==> config.mk <==
export PLATFORM = sky130hd
export DESIGN_NAME = mpmm_ram
export DESIGN_NICKNAME = d
export VERILOG_FILES = /design/src/rtl/mpmm_ram.sv
export SDC_FILE = /design/constraint.sdc
export NUM_CORES = 2
export LEC_CHECK = 0
export ABC_AREA = 0
export BUFFER_PORTS_ARGS = -buffer_cell sky130_fd_sc_hd__buf_2
export CORE_MARGIN = 2
export CORE_UTILIZATION = 25
export CTS_BUF_LIST = sky130_fd_sc_hd__clkbuf_8
export CTS_CLUSTER_SIZE = 16
export DETAILED_ROUTE_END_ITERATION = 6
export PLACE_DENSITY = 0.39
export SLEW_MARGIN = 10
export SYNTH_ARGS = -nofsm -noshare
export SYNTH_HDL_FRONTEND = slang
export SYNTH_SLANG_ARGS = --single-unit
==> constraint.sdc <==
create_clock -name clk -period 5.95 [get_ports clk]
set_input_delay 0.595 -clock clk [delete_from_list [all_inputs] [get_ports clk]]
set_output_delay 0.595 -clock clk [all_outputs]
set_load 0.02 [all_outputs]
==> src/rtl/mpmm_ram.sv <==
module mpmm_ram #(
  parameter int WIDTH = 64,
  parameter int DEPTH = 64
) (
  input  logic                     clk,
  input  logic                     we,
  input  logic [$clog2(DEPTH)-1:0] waddr,
  input  logic [WIDTH-1:0]         wdata,
  input  logic                     re,
  input  logic [$clog2(DEPTH)-1:0] raddr,
  output logic [WIDTH-1:0]         rdata
);

  logic [WIDTH-1:0] mem [DEPTH];
  logic [WIDTH-1:0] rdata_r;

  always_ff @(posedge clk) begin
    if (we) begin
      mem[waddr] <= wdata;
    end
    if (re) begin
      rdata_r <= mem[raddr];
    end
  end

  assign rdata = rdata_r;

endmodule

==> metrics <==
status=completed; most common cell after layout, fill and taps aside=edfxtp_1; final period utilization=52.5%; Logic pwr share=5.0%; top cell type by total area after synthesis=edfxtp_1; Tmin final=3130 ps; RSZ-0062 raised after global routing=no; layout cells sized above 1=29.9%; clock root buffer=clkbuf_8; Slew @ Worst Pin=1240 ps; CP max-delay cell=edfxtp_1; DIE HEIGHT=796 µm; Crit Path Class=flop to output port; HP Start=wdata[34]; FMAX=0.320 GHz; Setup violations, final=0; first-pass GRT wire length=709000 µm; gr usage total=16.1%; DP Wirelength=286000 µm; post-route setup TNS=0 ps; CP endpoint kind=output port; Seq pwr share=55.8%; CTS tree=built; multiplexer share of the synthesized area=15.6%; Cell Area, Placed=170000 µm²; Seq/Total Area, Yosys=79.6%; Area growth, synth to finish=16.4%; Post-Syn Instances=6598; die width=796 µm; Tot Pwr=58.6 mW; port bufs=142; Clk pwr share=39.2%; syn_nets=6677; FF-to-FF setup slack=3540 ps; internal power=44.8 mW; Crit path required time=5360 ps; reg2reg start=mem[11][12]$_DFFE_PP_; Post-Synth XOR/XNOR Area=0%; core area=627000 µm²; CTS Buf Count=690; Seq cells post-synth=4160; synthesized area=157000 µm²; final hold violation count=0; Sw Pwr=13.8 mW; power per cell area=321 nW/µm²; adder-cell share of the synthesized area=0%; post-layout instance area=183000 µm²; Compound-Gate Fraction of Synth Area=2.47%; H-tree depth=6; Post-synth top flop=edfxtp_1; Sw Ratio=23.6%; clock-pin slew on the worst setup and hold paths=60 ps; commonest non-fill, non-tap cells in the layout=edfxtp_1 (4160), mux4_2 (1024), clkbuf_8 (697); Synth top area share=79.6%; Cell variety after synth=32; clock net sink count=4160; Peak supply drop=0.000208 V; Leak=56.2 nW; antenna viol nets, final=0; Max transition margin=17.4%; Synth area leaders=edfxtp_1 (80%), mux4_2 (15%), mux2i_1 (0.86%), a22oi_1 (0.80%), buf_2 (0.54%); vias after detailed routing=76400; initial drt markers=7743; Detailed Routing Iterations Pass 1=7; main combinational cell family by area after synthesis=multiplexers; Synth async-reset ratio=0%; DRC Markers=0; WL per Instance=32.3 µm; Simple-Gate Fraction of Synth Area=1.23%; Post-Route WL=525000 µm; Critical Path Start=rdata[24]$_DFFE_PP_; Die Footprint=634000 µm²; Setup Skew=86.6 ps; worst skew pair latency=1300 ps; Hold Crit Class=input pin to flop; number of max-cap violations=0; clk buf depth=4; num rows=291; fin. max-slew vios=0; vias in the first global route=80300; critical path data arrival time=2530 ps; initial antenna violation count=64; Top delay family on crit path=flip-flops; IO Pins=143; grt ovf=0; drt via density=4.69; pin count of the biggest net entering global routing=115; initial core utilization=25.0%; YS warnings=0; worst path cell trace=buf_2; Startpoint Class=flop; worst-path fanout max=2; Final #Nets=7472; EDFF count, synth=4160; Buf/Inv on CP=1; CP max stage delay=930 ps; Post CTS Setup Buffer Count=0; mean post-synth cell area=23.8 µm²; Final Wtd Congestion=0.723
stage by stage:
step	hold slack, ps	cells	worst slack, ps	util (%)
after floorplan	694	6598	1320	-
after global placement	903	15000	1900	27.1
after detailed placement	922	15000	1910	27.1
after CTS	0.364	16300	2620	29.1
after global routing	93.5	16300	2760	29.1
final	124	16300	2820	29.1
registers in the layout, indices dropped and copies added, names as in the netlist:
| signal | count |
|---|---|
| mem | 4096 |
| rdata | 64 |
timing repair:
item | CTS | global route
endpoints found under the setup margin | 0 | 0
endpoints found under the hold margin | 3024 | 0
hold buffers | 58 | 0
resized for setup | 0 | 0
path summary, 6_finish.rpt:
kind	cells past startpoint	to
max	1	rdata[24]
min	1	mem[34][34]$_DFFE_PP_
max reg2reg	5	rdata[12]$_DFFE_PP_
min reg2reg	4	rdata[2]$_DFFE_PP_
cell usage after synthesis, drive strengths merged, types with 38 or more instances:
library cell,instances
a211oi,63
a22o,88
a22oi,168
and3,64
buf,230
clkbuf,140
edfxtp,4160
mux2i,135
mux4,1024
nand2,58
nand3,45
nor2,112
o221ai,38
o22ai,83
cells by family (layout without fill, tap and decap cells):
| family | count (synthesis) | in the layout |
|---|---|---|
| other | 0 | 19 |
| and+or+nand+nor | 386 | 386 |
| buffers and inverters | 389 | 1712 |
| muxes | 1159 | 1159 |
| DFF | 4160 | 4160 |
| AOI/OAI and AO/OA | 504 | 504 |
power by group through the flow:
stage	registers (mW)	logic [mW]	clock network, mW
finish	32.7	2.94	23.0
global route	32.7	3.14	25.0
CTS	32.7	3.01	23.8
detailed placement	33.3	2.96	0
global placement	33.3	2.93	0
floorplan	33.2	1.51	0
cell type report:
cell class / instances / area [µm²]
clock buffer: 697 / 9590
inverter: 19 / 71.3
sequential: 4160 / 125000
fill: 61200 / 444000
tap: 8350 / 10400
clock inverter: 523 / 2560
timing repair buffer: 473 / 4290
multi-input combinational: 2049 / 30800
antenna: 19 / 47.5
routing by layer:
layer | track usage, % | up-vias | wire length, µm
li1 | - | 30300 | -
met1 | 21.7 | 43100 | 228000
met2 | 27.8 | 2288 | 262000
met3 | 2.07 | 722 | 23500
met4 | 3.79 | 14 | 12100
met5 | 0 | - | 73
No activity file was read; power rests on OpenSTA's default activity.
